**src/cdfd_pkg.sv**
```systemverilog
`timescale 1ns / 1ps
// ----------------------------------------------------------------------------
// cdfd_pkg
// Shared types and constants of the command-flagged datagram deframer.
// ----------------------------------------------------------------------------
package cdfd_pkg;

    localparam int unsigned CHAR_W = 9;
    localparam int unsigned BYTE_W = 8;
    localparam int unsigned POS_W  = 5;

    localparam logic [POS_W-1:0] MIN_LEN    = 5'd3;
    localparam logic [POS_W-1:0] HEADER_POS = 5'd1;
    localparam logic [POS_W-1:0] FIRST_POS  = 5'd2;

    typedef enum logic [2:0] {
        PH_IDLE,
        PH_HEADER,
        PH_CONTENT,
        PH_EMIT
    } phase_t;

    // Control that every cell of the store row sees in a cycle
    typedef struct packed {
        logic              wr_en;
        logic [POS_W-1:0]  wr_pos;
        logic [BYTE_W-1:0] wr_byte;
        logic              shift_en;
    } cell_ctrl_t;

endpackage

```
**src/cdfd_cell.sv**
```systemverilog
`timescale 1ns / 1ps
// ----------------------------------------------------------------------------
// cdfd_cell
// One byte slot of the store row: loads when addressed, else takes its
// neighbor's byte on a shift.
// ----------------------------------------------------------------------------
module cdfd_cell #(
    parameter int unsigned IDX = 0
) (
    input  logic                       clk,
    input  cdfd_pkg::cell_ctrl_t       ctrl,
    input  logic [cdfd_pkg::BYTE_W-1:0] nbr_byte,
    output logic [cdfd_pkg::BYTE_W-1:0] cell_byte
);

    localparam logic [cdfd_pkg::POS_W-1:0] MY_POS = cdfd_pkg::POS_W'(IDX);

    logic [cdfd_pkg::BYTE_W-1:0] byte_reg;
    logic [cdfd_pkg::BYTE_W-1:0] byte_next;

    always_comb
    begin
        byte_next = byte_reg;
        if (ctrl.wr_en && (ctrl.wr_pos == MY_POS))
        begin
            byte_next = ctrl.wr_byte;
        end
        else if (ctrl.shift_en)
        begin
            // advance toward the head of the row
            byte_next = nbr_byte;
        end
    end

    always_ff @(posedge clk)
    begin
        byte_reg <= byte_next;
    end

    assign cell_byte = byte_reg;

endmodule

```
**src/cdfd_ctrl.sv**
```systemverilog
`timescale 1ns / 1ps
// ----------------------------------------------------------------------------
// cdfd_ctrl
// Datagram sequencer: parses the length, addresses the store row and
// drains the finished datagram into the output register.
// ----------------------------------------------------------------------------
module cdfd_ctrl #(
    parameter int unsigned MAX_FRAME_BYTES = 18
) (
    input  logic                         clk,
    input  logic                         rst_n,
    input  logic                         in_valid,
    output logic                         in_ready,
    input  logic [cdfd_pkg::CHAR_W-1:0]  in_char,
    input  logic [cdfd_pkg::BYTE_W-1:0]  head_byte,
    output cdfd_pkg::cell_ctrl_t         cell_ctrl,
    output logic                         out_valid,
    input  logic                         out_ready,
    output logic [cdfd_pkg::BYTE_W-1:0]  out_byte,
    output logic [cdfd_pkg::POS_W-1:0]   out_pos,
    output logic [cdfd_pkg::POS_W-1:0]   out_len,
    output logic                         out_last
);

    localparam logic [cdfd_pkg::POS_W-1:0] MAX_POS = cdfd_pkg::POS_W'(MAX_FRAME_BYTES);

    cdfd_pkg::phase_t phase_reg;
    cdfd_pkg::phase_t phase_next;

    logic [cdfd_pkg::POS_W-1:0] wpos_reg, wpos_next;
    logic [cdfd_pkg::POS_W-1:0] exp_reg, exp_next;
    logic [cdfd_pkg::POS_W-1:0] rpos_reg, rpos_next;

    logic                        out_valid_reg, out_valid_next;
    logic [cdfd_pkg::BYTE_W-1:0] out_byte_reg, out_byte_next;
    logic [cdfd_pkg::POS_W-1:0]  out_pos_reg, out_pos_next;
    logic [cdfd_pkg::POS_W-1:0]  out_len_reg, out_len_next;
    logic                        out_last_reg, out_last_next;

    logic                        accept;
    logic                        is_cmd;
    logic [cdfd_pkg::POS_W-1:0]  hdr_len;
    logic [cdfd_pkg::POS_W-1:0]  wpos_inc;
    logic                        slot_free;
    logic                        store_ok;
    logic                        emit_last;

    assign accept    = in_valid && in_ready;
    assign is_cmd    = in_char[cdfd_pkg::CHAR_W-1];
    assign wpos_inc  = wpos_reg + 5'd1;
    assign store_ok  = (wpos_reg < MAX_POS);
    assign slot_free = !out_valid_reg || out_ready;
    assign emit_last = (rpos_reg == (exp_reg - 5'd1));

    always_comb
    begin
        hdr_len = {1'b0, in_char[3:0]} + cdfd_pkg::MIN_LEN;
        if (hdr_len > MAX_POS)
        begin
            hdr_len = MAX_POS;
        end
    end

    // next state
    always_comb
    begin
        phase_next = phase_reg;
        if (accept && is_cmd)
        begin
            phase_next = cdfd_pkg::PH_HEADER;
        end
        else
        begin
            case (phase_reg)
                cdfd_pkg::PH_HEADER:
                begin
                    if (accept)
                    begin
                        if (!store_ok)
                            phase_next = cdfd_pkg::PH_IDLE;
                        else if (wpos_inc > cdfd_pkg::FIRST_POS)
                            phase_next = (exp_reg > cdfd_pkg::MIN_LEN) ?
                                         cdfd_pkg::PH_CONTENT : cdfd_pkg::PH_EMIT;
                    end
                end
                cdfd_pkg::PH_CONTENT:
                begin
                    if (accept)
                    begin
                        if (!store_ok)
                            phase_next = cdfd_pkg::PH_IDLE;
                        else if (wpos_inc >= exp_reg)
                            phase_next = cdfd_pkg::PH_EMIT;
                    end
                end
                cdfd_pkg::PH_EMIT:
                begin
                    if (slot_free && emit_last)
                        phase_next = cdfd_pkg::PH_IDLE;
                end
                default:
                begin
                    phase_next = cdfd_pkg::PH_IDLE;
                end
            endcase
        end
    end

    // datapath next values
    always_comb
    begin
        wpos_next      = wpos_reg;
        exp_next       = exp_reg;
        rpos_next      = rpos_reg;
        out_valid_next = out_valid_reg && !out_ready;
        out_byte_next  = out_byte_reg;
        out_pos_next   = out_pos_reg;
        out_len_next   = out_len_reg;
        out_last_next  = out_last_reg;

        if (accept && is_cmd)
        begin
            wpos_next = cdfd_pkg::HEADER_POS;
            exp_next  = '0;
        end
        else if (accept && store_ok &&
                 ((phase_reg == cdfd_pkg::PH_HEADER) || (phase_reg == cdfd_pkg::PH_CONTENT)))
        begin
            wpos_next = wpos_inc;
            if ((phase_reg == cdfd_pkg::PH_HEADER) && (wpos_reg == cdfd_pkg::HEADER_POS))
            begin
                exp_next = hdr_len;
            end
        end

        if (accept && (phase_next == cdfd_pkg::PH_EMIT))
        begin
            rpos_next = '0;
        end

        if ((phase_reg == cdfd_pkg::PH_EMIT) && slot_free)
        begin
            out_valid_next = 1'b1;
            out_byte_next  = head_byte;
            out_pos_next   = rpos_reg;
            out_len_next   = exp_reg;
            out_last_next  = emit_last;
            rpos_next      = rpos_reg + 5'd1;
        end
    end

    // outputs
    always_comb
    begin
        in_ready          = (phase_reg != cdfd_pkg::PH_EMIT);
        cell_ctrl.wr_en   = accept && (is_cmd ||
                            (store_ok && ((phase_reg == cdfd_pkg::PH_HEADER) ||
                                          (phase_reg == cdfd_pkg::PH_CONTENT))));
        cell_ctrl.wr_pos  = is_cmd ? '0 : wpos_reg;
        cell_ctrl.wr_byte = in_char[cdfd_pkg::BYTE_W-1:0];
        cell_ctrl.shift_en = (phase_reg == cdfd_pkg::PH_EMIT) && slot_free;
    end

    always_ff @(posedge clk or negedge rst_n)
    begin
        if (!rst_n)
        begin
            phase_reg     <= cdfd_pkg::PH_IDLE;
            wpos_reg      <= '0;
            exp_reg       <= '0;
            rpos_reg      <= '0;
            out_valid_reg <= 1'b0;
        end
        else
        begin
            phase_reg     <= phase_next;
            wpos_reg      <= wpos_next;
            exp_reg       <= exp_next;
            rpos_reg      <= rpos_next;
            out_valid_reg <= out_valid_next;
        end
    end

    always_ff @(posedge clk)
    begin
        out_byte_reg <= out_byte_next;
        out_pos_reg  <= out_pos_next;
        out_len_reg  <= out_len_next;
        out_last_reg <= out_last_next;
    end

    assign out_valid = out_valid_reg;
    assign out_byte  = out_byte_reg;
    assign out_pos   = out_pos_reg;
    assign out_len   = out_len_reg;
    assign out_last  = out_last_reg;

endmodule

```
**src/command_flagged_datagram_deframer.sv**
```systemverilog
`timescale 1ns / 1ps
// ----------------------------------------------------------------------------
// command_flagged_datagram_deframer
// Collects 9-bit link characters into datagrams and replays each finished
// datagram as a stream of byte beats.
// ----------------------------------------------------------------------------
// A character with bit 8 set opens a datagram and is kept as byte 0; the low
// nibble of the next byte plus 3 sets the datagram length (3 to 18, capped
// at MAX_FRAME_BYTES). When the last byte arrives, the datagram drains out
// of a row of byte cells, one beat per cycle toward the head cell while
// the output is not stalled, so a datagram of N bytes gives N output beats.
// Input is held off only during that drain. Data characters that arrive
// outside a datagram are dropped, and a command character mid-datagram
// drops the partial datagram and restarts.
// ----------------------------------------------------------------------------
module command_flagged_datagram_deframer #(
    parameter int unsigned MAX_FRAME_BYTES = 18
) (
    input  logic        clk,
    input  logic        rst_n,
    input  logic        s_axis_tvalid,
    output logic        s_axis_tready,
    input  logic [15:0] s_axis_tdata,   // [8:0] link_char, [15:9] zero
    output logic        m_axis_tvalid,
    input  logic        m_axis_tready,
    output logic [23:0] m_axis_tdata,   // [7:0] frame_byte, [12:8] byte_position,
                                        // [17:13] frame_length, [23:18] zero
    output logic        m_axis_tlast    // last_byte
);

    cdfd_pkg::cell_ctrl_t        cell_ctrl;
    logic [cdfd_pkg::BYTE_W-1:0] cell_q [MAX_FRAME_BYTES];
    logic [cdfd_pkg::BYTE_W-1:0] out_byte;
    logic [cdfd_pkg::POS_W-1:0]  out_pos;
    logic [cdfd_pkg::POS_W-1:0]  out_len;

    cdfd_ctrl #(
        .MAX_FRAME_BYTES (MAX_FRAME_BYTES)
    ) u_ctrl (
        .clk       (clk),
        .rst_n     (rst_n),
        .in_valid  (s_axis_tvalid),
        .in_ready  (s_axis_tready),
        .in_char   (s_axis_tdata[cdfd_pkg::CHAR_W-1:0]),
        .head_byte (cell_q[0]),
        .cell_ctrl (cell_ctrl),
        .out_valid (m_axis_tvalid),
        .out_ready (m_axis_tready),
        .out_byte  (out_byte),
        .out_pos   (out_pos),
        .out_len   (out_len),
        .out_last  (m_axis_tlast)
    );

    // Row of byte cells; each shifts toward cell 0 while draining
    genvar gi;
    generate
        for (gi = 0; gi < MAX_FRAME_BYTES; gi++)
        begin : g_cell
            logic [cdfd_pkg::BYTE_W-1:0] nbr;
            if (gi == MAX_FRAME_BYTES - 1)
            begin : g_tail
                assign nbr = '0;
            end
            else
            begin : g_mid
                assign nbr = cell_q[gi+1];
            end

            cdfd_cell #(
                .IDX (gi)
            ) u_cell (
                .clk       (clk),
                .ctrl      (cell_ctrl),
                .nbr_byte  (nbr),
                .cell_byte (cell_q[gi])
            );
        end
    endgenerate

    assign m_axis_tdata = {6'd0, out_len, out_pos, out_byte};

endmodule
```
**config.mk**
```make
export PLATFORM = sky130hd
export DESIGN_NAME = command_flagged_datagram_deframer
export DESIGN_NICKNAME = d
export VERILOG_FILES = /design/src/cdfd_pkg.sv /design/src/cdfd_cell.sv /design/src/cdfd_ctrl.sv /design/src/command_flagged_datagram_deframer.sv
export SDC_FILE = /design/constraint.sdc
export NUM_CORES = 1
export LEC_CHECK = 0
export BUFFER_PORTS_ARGS = -buffer_cell sky130_fd_sc_hd__clkbuf_2
export CAP_MARGIN = 20
export CORE_ASPECT_RATIO = 1.75
export CORE_MARGIN = 2
export CORE_UTILIZATION = 60
export CTS_BUF_LIST = sky130_fd_sc_hd__clkbuf_16
export CTS_CLUSTER_DIAMETER = 80
export DETAILED_ROUTE_END_ITERATION = 8
export GPL_TIMING_DRIVEN = 0
export PLACE_DENSITY = 0.79
export SYNTH_ARGS = -nofsm -noshare
export SYNTH_HDL_FRONTEND = slang
export SYNTH_SLANG_ARGS = --single-unit
```
**constraint.sdc**
```tcl
create_clock -name clk -period 3.23 [get_ports clk]
set_input_delay 0.969 -clock clk [delete_from_list [all_inputs] [get_ports clk]]
set_output_delay 0.969 -clock clk [all_outputs]
set_load 0.01 [all_outputs]
```
==> results of run 1 <==
-- cell families (layout without fill, tap and decap cells) --
group | count (synthesis) | in the layout | synth area share
other | 1 | 7 | 0.000449
adder cells (fa/ha/maj) | 12 | 12 | 0.0180
flip-flops | 182 | 182 | 0.644
multiplexers | 137 | 137 | 0.185
AND/OR/NAND/NOR | 111 | 111 | 0.0787
buffers and inverters | 41 | 109 | 0.0214
AO/OA/AOI/OAI | 42 | 42 | 0.0361
XOR/XNOR | 16 | 16 | 0.0168
-- cell usage in the layout (no fill, tap or decap), types with 9 or more instances in the layout --
cell type and n:
and2_1 10, clkbuf_1 19, clkbuf_16 17, clkbuf_2 33, dfrtp_1 19, edfxtp_1 163, ha_1 12, inv_1 11
mux2_2 136, nand2_1 30, nand2b_1 10, nand3_1 9, nor2_1 20, xor2_1 9
-- layer usage --
metal / global-route usage / up-vias
met3: 0.0561 / 40
met4: 0.108 / 0
met2: 0.425 / 133
met1: 0.251 / 2355
li1: - / 2163
met5: 0 / -
-- cell type report --
cell class | instances | area (sq um) | area share
Tap cell | 177 | 221 | 0.0237
Buffer | 30 | 138 | 0.0147
Sequential cell | 182 | 5370 | 0.575
Clock buffer | 17 | 425 | 0.0456
Clock inverter | 15 | 140 | 0.0150
Inverter | 11 | 41.3 | 0.00442
Timing Repair Buffer | 36 | 183 | 0.0196
Multi-Input combinational cell | 325 | 2820 | 0.302
-- worst max-delay path: cells and delay by family, from the launching register on --
kind,cells,cell delay (ns)
AOI/OAI and AO/OA,1,0.32
buffers and inverters,4,1.63
DFF,1,0.44
and+or+nand+nor,2,0.36
-- how the worst min path moves through the flow --
stage	from	to	slack, ns	cells past startpoint
floorplan	g_cell[0].u_cell.cell_byte[0]	u_ctrl.out_byte[0]	0.40	0
global placement	g_cell[0].u_cell.cell_byte[3]	u_ctrl.out_byte[3]	0.41	0
detailed placement	g_cell[0].u_cell.cell_byte[4]	u_ctrl.out_byte[4]	0.41	0
CTS	g_cell[0].u_cell.cell_byte[0]	u_ctrl.out_byte[0]	0.43	0
global route	g_cell[0].u_cell.cell_byte[4]	u_ctrl.out_byte[4]	0.44	0
finish	g_cell[0].u_cell.cell_byte[4]	u_ctrl.out_byte[4]	0.42	0
-- power by group --
group | internal [uW] | leakage (uW) | switching (uW) | total (uW)
combinational | 216 | 0.00139 | 336 | 552
sequential | 2670 | 0.00172 | 69.6 | 2740
clock | 1020 | 0.000272 | 957 | 1970
-- per-stage QoR --
stage / setup slack, ns / power (uW)
after global routing: 0.0262 / 5450
final: 0.226 / 5270
after CTS: 0.0360 / 5290
after floorplan: 0.519 / 3180
after global placement: -0.211 / 3320
after detailed placement: -0.209 / 3340
==> results.sh, run 1 <==
export IMPL_run_status="finished clean"
export IMPL_reg2reg_from="u_ctrl.phase_reg[2]"
export IMPL_crit_end="g_cell[1].u_cell.cell_byte[2]"
export IMPL_viasPerCell=5.92
export IMPL_postRouteWirelength_mm=16.5
export IMPL_timing_final_max_slew_violations=0
export IMPL_setup_viol=0
export IMPL_cts_root_buffer="clkbuf_16"
export IMPL_worst_path_max_delay_cell="clkbuf_1"
export IMPL_antenna_found_initial=0
export IMPL_max_stage_delay_ns=0.49
export IMPL_via_count_of_the_first_global_routing_pass=4902
export IMPL_synthesis_area_sq_mm=0.00834
export IMPL_chipWidth_microns=93.1
export IMPL_seq_area_frac_synth=0.644
export IMPL_drt_initial_drc_count=233
export IMPL_setup_reg_to_reg_worst_slack_ns=0.23
export IMPL_ys_warnings=0
export IMPL_placed_cells=759
export IMPL_synth_commonest_cells="163 x edfxtp_1, 136 x mux2_2, 30 x nand2_1"
export IMPL_antenna_nets_post_route=0
export IMPL_slew_headroom=0.455
export IMPL_tritoncts="yes"
export IMPL_critPathRequiredTime_ns=3.41
export IMPL_post_synth_inst_count=542
export IMPL_cts_hold_repair_buffers=0
export IMPL_route_detailed_wl_per_inst_microns=20.7
export IMPL_h_tree_depth=4
export IMPL_grt_usage=0.234
export IMPL_setup_tns_ns=0
export IMPL_yosys_cell_types_count=54
export IMPL_vdd_drop_max_mv=0.370
export IMPL_library_cell_with_the_highest_instance_count_after_synthesis="edfxtp_1"
export IMPL_drt_pass1_iter_count=4
export IMPL_largest_reg_flops=144
export IMPL_worst_setup_hold_path_clk_slew_ns=0.07
export IMPL_ff2ff_path_depth=7
export IMPL_worst_slew_pin_slew_ns=0.812
export IMPL_synth_edff_count=163
export IMPL_synth_top_cells_by_area="edfxtp_1 59%, mux2_2 18%, dfrtp_1 5.7%"
export IMPL_ys_async_sr_fraction=0.104
export IMPL_crit_arrival_ns=3.19
export IMPL_routabilityCongestion=0.919
export IMPL_finClkSkew_ns=0.0103
export IMPL_met1_length_mm=6.05
export IMPL_tritoncts_num_buffers=17
export IMPL_crit_type="reg2reg"
export IMPL_number_of_synthesized_register_bits=182
export IMPL_timing_critical_path_mode_cell="clkbuf_1"
export IMPL_grt_pass1_wl_mm=26.0
export IMPL_hold_class="reg2reg"
export IMPL_cellLeakagePower_uw=0.00338
export IMPL_die_area_sq_mm=0.0149
export IMPL_stdcell_area_sq_mm=0.00934
export IMPL_cts_setup_buffers=0
export IMPL_power_per_cell_area_mw_per_mm2=564
export IMPL_timing_rr_end="g_cell[1].u_cell.cell_byte[2]"
export IMPL_dpl_hpwl_mm=11.7
export IMPL_met3WireLength_microns=628
export IMPL_worst_setup_path_end_kind="flip-flop"
export IMPL_globalRoute_totalOverflow=0
export IMPL_rsz_0062_raised_after_global_routing="no"
export IMPL_timing_final_crit_share=0.930
export IMPL_die_h_microns=160
export IMPL_area_delta_synth_final_pct=11.9
export IMPL_timing_fmax_ghz=0.333
export IMPL_nNetsFinal=635
export IMPL_yosysTopAreaCellShare=0.587
export IMPL_grt_start_max_net_pins=27
export IMPL_cell_taking_the_most_area_after_synthesis="edfxtp_1"
export IMPL_max_cap_violations=0
export IMPL_fraction_of_layout_cells_with_a_size_suffix_above_1=0.364
export IMPL_yosys_most_used_dff="edfxtp_1"
export IMPL_routed_wl_met2_mm=9.07
export IMPL_timing_critical_path_from_type="flip-flop"
export IMPL_cts_num_sinks=182
export IMPL_max_clock_path_buffers=2
export IMPL_utilization=0.678
export IMPL_post_route_min_period_ns=3.00
export IMPL_routed_via_count=4691
export IMPL_topRoutingLayerUsed="met4"
export IMPL_drc_errors=0
export IMPL_post_cts_resized=0
export IMPL_critical_path_peak_fanout=10
export IMPL_avgSynthCellArea_sq_um=15.4
export IMPL_count_of_antenna_diodes_in_the_layout=0
export IMPL_placement_rows=57
export IMPL_pin_count=47
export IMPL_placed_cell_area_sq_mm=0.00876
export IMPL_numPortBuffers=33
export IMPL_core_area_sq_mm=0.0138
export IMPL_final_cells=793
export IMPL_n_fill_cell=940
export IMPL_initial_utilization=0.606
export IMPL_timing_critical_path_cells="nand3b_1 -> clkbuf_1 -> nand2b_1 -> clkbuf_1 -> buf_1 -> o21ai_0 -> buf_2"
export IMPL_finalHoldWorstSlack_ns=0.424
export IMPL_cp_startpoint="u_ctrl.phase_reg[2]"
export IMPL_clock_insertion_delay_worst_skew_ns=0.43
export IMPL_final_hold_violation_count=0
(Power assumes the default switching activity.)
==> run 2, diff against run 1 <==
- BUFFER_PORTS_ARGS: -buffer_cell sky130_fd_sc_hd__clkbuf_2 -> -buffer_cell sky130_fd_sc_hd__buf_4
==> run 2 against run 1 <==
Critical path depth stayed put. Clock skew is 0.0017 ns lower. Wire length is 0.66% higher.
==> results.sh, run 2 (same netlist as run 1, synthesis figures left out) <==
export IMPL_timing_final_max_slew_violations=0
export IMPL_count_of_antenna_diodes_in_the_layout=0
export IMPL_pin_count=47
export IMPL_max_cap_violations=0
export IMPL_stdcell_area_sq_mm=0.00946
export IMPL_largest_reg_flops=144
export IMPL_timing_final_crit_share=0.931
export IMPL_tritoncts="yes"
export IMPL_core_area_sq_mm=0.0138
export IMPL_die_area_sq_mm=0.0149
export IMPL_max_clock_path_buffers=2
export IMPL_cts_setup_buffers=0
export IMPL_chipWidth_microns=93.1
export IMPL_setup_viol=0
export IMPL_crit_arrival_ns=3.12
export IMPL_worst_slew_pin_slew_ns=0.844
export IMPL_multi_input_comb_area_sq_mm=0.00282
export IMPL_fraction_of_layout_cells_with_a_size_suffix_above_1=0.361
export IMPL_viasPerCell=5.92
export IMPL_critPathRequiredTime_ns=3.34
export IMPL_drc_errors=0
export IMPL_drt_pass1_iter_count=4
export IMPL_power_uw=5460
export IMPL_h_tree_depth=4
export IMPL_worst_setup_hold_path_clk_slew_ns=0.07
export IMPL_critical_path_top_delay_family="simple AND/OR/NAND/NOR gates"
export IMPL_postRouteWirelength_mm=16.6
export IMPL_post_route_min_period_ns=3.01
export IMPL_timing_critical_path_from_type="flip-flop"
export IMPL_tritoncts_num_buffers=17
export IMPL_dpl_hpwl_mm=11.8
export IMPL_slew_headroom=0.434
export IMPL_setup_tns_ns=0
export IMPL_grt_start_max_net_pins=27
export IMPL_cellLeakagePower_uw=0.00342
export IMPL_routed_via_count=4689
export IMPL_area_delta_synth_final_pct=13.4
export IMPL_finClkSkew_ns=0.00858
export IMPL_run_status="finished clean"
export IMPL_nNetsFinal=634
export IMPL_rsz_0062_raised_after_global_routing="no"
export IMPL_crit_type="reg2reg"
export IMPL_clock_insertion_delay_worst_skew_ns=0.42
export IMPL_worst_path_max_delay_cell="or3_1"
export IMPL_max_stage_delay_ns=0.42
export IMPL_die_h_microns=160
export IMPL_vdd_drop_max_mv=0.367
export IMPL_cts_num_sinks=182
export IMPL_routabilityCongestion=0.939
export IMPL_hold_class="in2async"
export IMPL_cts_root_buffer="clkbuf_16"
export IMPL_drt_initial_drc_count=320
export IMPL_final_hold_violation_count=0
export IMPL_antenna_found_initial=0
export IMPL_critical_path_peak_fanout=9
export IMPL_timing_fmax_ghz=0.332
export IMPL_placed_cell_area_sq_mm=0.00884
export IMPL_worst_setup_path_end_kind="flip-flop"
export IMPL_timing_critical_path_cells="clkbuf_1 -> o31a_1 -> nor3_4 -> nand3_1 -> or3_1 -> nor4b_4 -> or2_2"
export IMPL_initial_utilization=0.606
export IMPL_placement_rows=57
export IMPL_globalRoute_totalOverflow=0
export IMPL_antenna_nets_post_route=0
export IMPL_critical_path_n_buffers_inverters=1
export IMPL_power_per_cell_area_mw_per_mm2=578
export IMPL_mostFrequentLayoutCells="163 x edfxtp_1, 136 x mux2_2, 39 x buf_4"
export IMPL_numPortBuffers=33
export IMPL_route_detailed_wl_per_inst_microns=20.9
export IMPL_grt_pass1_wl_mm=26.0
export IMPL_grt_usage=0.234
export IMPL_most_common_library_cell_in_the_layout_ignoring_fill_and_taps="edfxtp_1"
export IMPL_area_sequential_sq_mm=0.00537
export IMPL_via_count_of_the_first_global_routing_pass=5011
export IMPL_n_fill_cell=923
run 2: cell count changes in the layout (fill, tap and decap cells not counted), sizes merged:
cell,delta
buf,+32
bufinv,+3
clkbuf,-33
clkinv,-4
clkinvlp,-1
inv,+2
run 2: path summary, 6_finish.rpt:
| kind | from | endpoint | slack [ns] | cells past startpoint |
|---|---|---|---|---|
| worst min register to register | g_cell[0].u_cell.cell_byte[2] | u_ctrl.out_byte[2] | 0.43 | 0 |
| worst min-delay path | rst_n | u_ctrl.rpos_reg[4] | 0.42 | 1 |
| max in group asynchronous | rst_n | u_ctrl.exp_reg[4] | 2.59 | 1 |
| worst max register to register | u_ctrl.wpos_reg[1] | g_cell[17].u_cell.cell_byte[5] | 0.22 | 7 |
| worst max-delay path | u_ctrl.wpos_reg[1] | g_cell[17].u_cell.cell_byte[5] | 0.22 | 7 |
| min in group clk | g_cell[0].u_cell.cell_byte[2] | u_ctrl.out_byte[2] | 0.43 | 0 |
run 2: what timing repair did:
item,CTS,global route
resized for setup,0,1
hold buffers,0,0
setup endpoints to repair,0,8
run 2: stage by stage:
step                      hold WS [ns]  setup slack (ns)  std cells   util
final                            0.415             0.222        792  0.687
after global routing             0.424             0.110        792  0.687
after CTS                        0.418            0.0368        791  0.687
after detailed placement         0.410            -0.125        759  0.642
after global placement           0.405            -0.108        758  0.642
after floorplan                  0.400             0.519        548      -
run 2: power by group:
part	total, uW	internal (uW)	leakage, uW	switching, uW
Combinational	576	228	0.00141	348
Clock	2140	1240	0.000298	905
Sequential	2750	2670	0.00172	71.7
run 2: metal layers:
metal  GRT usage  wire length, microns  up-vias  part of all wire
met5           0                     0        -                 0
met4       0.109                   600        0             0.036
met3      0.0406                   624       40             0.038
met2       0.441                  9400      139              0.57
met1       0.244                  5930     2353              0.36
li1            -                     -     2157                 -
run 2: worst register-to-register path, delay by kind of cell, from the launching register on:
family / cells / cell delay [ns]
compound gates: 1 / 0.40
buf+inv: 1 / 0.20
flops: 1 / 0.39
simple gates: 5 / 1.70
run 2: area by class of cell:
class / instances / share of cell area
flip-flops and latches: 182 / 0.568
multi-input cells: 325 / 0.298
clock buffers: 17 / 0.0450
repair buffers: 35 / 0.0275
well taps: 177 / 0.0234
clock inverters: 15 / 0.0198
plain buffers: 30 / 0.0145
inverters: 11 / 0.00436
==> run 3, diff against run 2 <==
- clock period: 3.23 -> 3.1 ns (I/O delays scaled with it)
==> run 3 against run 2 <==
Worst hold slack got worse by 0.037 ns. Final cell count increased by 0.13%. Sequential cell count did not move. Core utilization increased by 0.055 points. Non-clock buffer count grew 1. Sequential power is 4% higher. Highest routed layer unchanged. Count of clock-buffer cells in the layout unchanged. Sequential share of layout area about the same. Register-to-register slack worse by 0.11 ns. Setup slack lost 0.11 ns. Critical path depth rose by 1. First-iteration DRC count grew 7.2%.
==> results.sh, run 3 (same netlist as run 1, synthesis figures left out) <==
export IMPL_critPathRequiredTime_ns=3.21
export IMPL_largest_reg_flops=144
export IMPL_dpl_hpwl_mm=11.8
export IMPL_die_area_sq_mm=0.0149
export IMPL_max_stage_delay_ns=0.43
export IMPL_drt_pass1_iter_count=4
export IMPL_core_area_sq_mm=0.0138
export IMPL_cts_root_buffer="clkbuf_16"
export IMPL_die_h_microns=160
export IMPL_clock_power_share=0.393
export IMPL_antenna_found_initial=0
export IMPL_rsz_0062_raised_after_global_routing="yes"
export IMPL_timing_final_crit_share=0.963
export IMPL_grt_pass1_wl_mm=26.0
export IMPL_worst_slew_pin_slew_ns=0.851
export IMPL_pin_count=47
export IMPL_nNetsFinal=635
export IMPL_timing_critical_path_cells="clkbuf_1 -> o31a_1 -> nor3_4 -> nand3_1 -> or3_1 -> nor4b_4 -> buf_4 -> or2_2"
export IMPL_cp_startpoint="u_ctrl.wpos_reg[1]"
export IMPL_setup_viol=0
export IMPL_cts_num_sinks=182
export IMPL_drt_initial_drc_count=343
export IMPL_critical_path_n_buffers_inverters=2
export IMPL_placement_rows=57
export IMPL_setup_reg_to_reg_worst_slack_ns=0.11
export IMPL_grt_start_max_net_pins=27
export IMPL_count_of_antenna_diodes_in_the_layout=0
export IMPL_fraction_of_layout_cells_with_a_size_suffix_above_1=0.362
export IMPL_initial_utilization=0.606
export IMPL_routed_via_count=4682
export IMPL_area_delta_synth_final_pct=13.5
export IMPL_mostFrequentLayoutCells="163 x edfxtp_1, 136 x mux2_2, 41 x buf_4"
export IMPL_worst_setup_hold_path_clk_slew_ns=0.07
export IMPL_tritoncts="yes"
export IMPL_placed_cell_area_sq_mm=0.00884
export IMPL_h_tree_depth=4
export IMPL_crit_type="reg2reg"
export IMPL_via_count_of_the_first_global_routing_pass=5011
export IMPL_route_detailed_wl_per_inst_microns=20.9
export IMPL_power_per_cell_area_mw_per_mm2=602
export IMPL_clock_insertion_delay_worst_skew_ns=0.42
export IMPL_met1_length_mm=5.99
export IMPL_timing_final_max_slew_violations=0
export IMPL_tritoncts_num_buffers=17
export IMPL_cell_internal_power_uw=4310
export IMPL_hold_class="in2async"
export IMPL_routabilityCongestion=0.939
export IMPL_stdcell_area_sq_mm=0.00947
export IMPL_met3WireLength_microns=602
export IMPL_drc_errors=0
export IMPL_cellLeakagePower_uw=0.00343
export IMPL_globalRoute_totalOverflow=0
export IMPL_power_frac_seq=0.502
export IMPL_worst_path_max_delay_cell="or3_1"
export IMPL_routed_wl_met2_mm=9.40
export IMPL_worst_setup_path_end_kind="flip-flop"
export IMPL_critical_path_peak_fanout=8
export IMPL_max_clock_path_buffers=2
export IMPL_chipWidth_microns=93.1
export IMPL_numPortBuffers=33
export IMPL_topRoutingLayerUsed="met4"
export IMPL_grt_usage=0.234
export IMPL_antenna_nets_post_route=0
export IMPL_final_hold_violation_count=0
export IMPL_max_cap_violations=0
export IMPL_timing_fmax_ghz=0.335
export IMPL_post_route_min_period_ns=2.99
export IMPL_n_fill_cell=923
export IMPL_timing_critical_path_from_type="flip-flop"
export IMPL_reg2reg_from="u_ctrl.wpos_reg[1]"
export IMPL_vdd_drop_max_mv=0.387
export IMPL_setup_tns_ns=0
export IMPL_crit_arrival_ns=3.10
export IMPL_viasPerCell=5.90
export IMPL_slew_headroom=0.429
export IMPL_run_status="finished clean"
export IMPL_postRouteWirelength_mm=16.5
export IMPL_finClkSkew_ns=0.0101
export IMPL_most_common_library_cell_in_the_layout_ignoring_fill_and_taps="edfxtp_1"
export IMPL_power_share_switching=0.243
export IMPL_combinationalPowerShare=0.106
export IMPL_critical_path_top_delay_family="simple AND/OR/NAND/NOR gates"
export IMPL_power_switching_uw=1390
## run 3: cell count changes in the layout (fill, tap and decap cells not counted), sizes merged
cell and change:
buf +2, clkbuf -1
## run 3: layout make-up
type / instances / area [sq um] / area share
clock inverter: 15 / 188 / 0.0198
timing repair buffer: 36 / 268 / 0.0283
sequential: 182 / 5370 / 0.567
clock buffer: 17 / 425 / 0.0449
multi-input combinational: 325 / 2820 / 0.297
tap: 177 / 221 / 0.0234
inverter: 11 / 41.3 / 0.00436
buffer: 30 / 138 / 0.0145
## run 3: metal layers
metal,up-vias,track usage
met3,37,0.0406
met5,-,0
met1,2347,0.244
met2,140,0.441
met4,0,0.109
li1,2158,-
## run 3: what timing repair did
action,CTS,global route
setup endpoints to repair,16,16
gates resized for setup,2,0
hold buffers,0,0
pin swaps,0,1
hold endpoints to repair,0,0
buffers inserted,0,2
## run 3: power by group through the flow
stage	clock (uW)	sequential [uW]	combinational [uW]
2_1_floorplan	0	2890	419
4_1_cts	2260	2860	594
3_3_place_gp	0	2900	554
5_1_grt	2360	2870	647
3_5_place_dp	0	2910	583
6_report	2240	2860	602
## run 3: worst paths after layout
check,cells after the start,endpoint
setup / recovery,8,g_cell[17].u_cell.cell_byte[3]
hold / removal,1,u_ctrl.rpos_reg[4]
setup reg to reg,8,g_cell[17].u_cell.cell_byte[3]
hold reg to reg,0,u_ctrl.out_byte[2]
max in group asynchronous,1,u_ctrl.exp_reg[4]
min in group clk,0,u_ctrl.out_byte[2]
## run 3: through the flow
| step | worst slack (ns) | instances | power, uW | util | hold WS (ns) |
|---|---|---|---|---|---|
| floorplan | 0.428 | 548 | 3310 | - | 0.400 |
| global placement | -0.199 | 758 | 3460 | 0.642 | 0.405 |
| detailed placement | -0.216 | 759 | 3500 | 0.642 | 0.410 |
| CTS | 0.0973 | 791 | 5710 | 0.687 | 0.379 |
| global route | -0.0129 | 793 | 5880 | 0.688 | 0.385 |
| finish | 0.114 | 793 | 5700 | 0.688 | 0.378 |
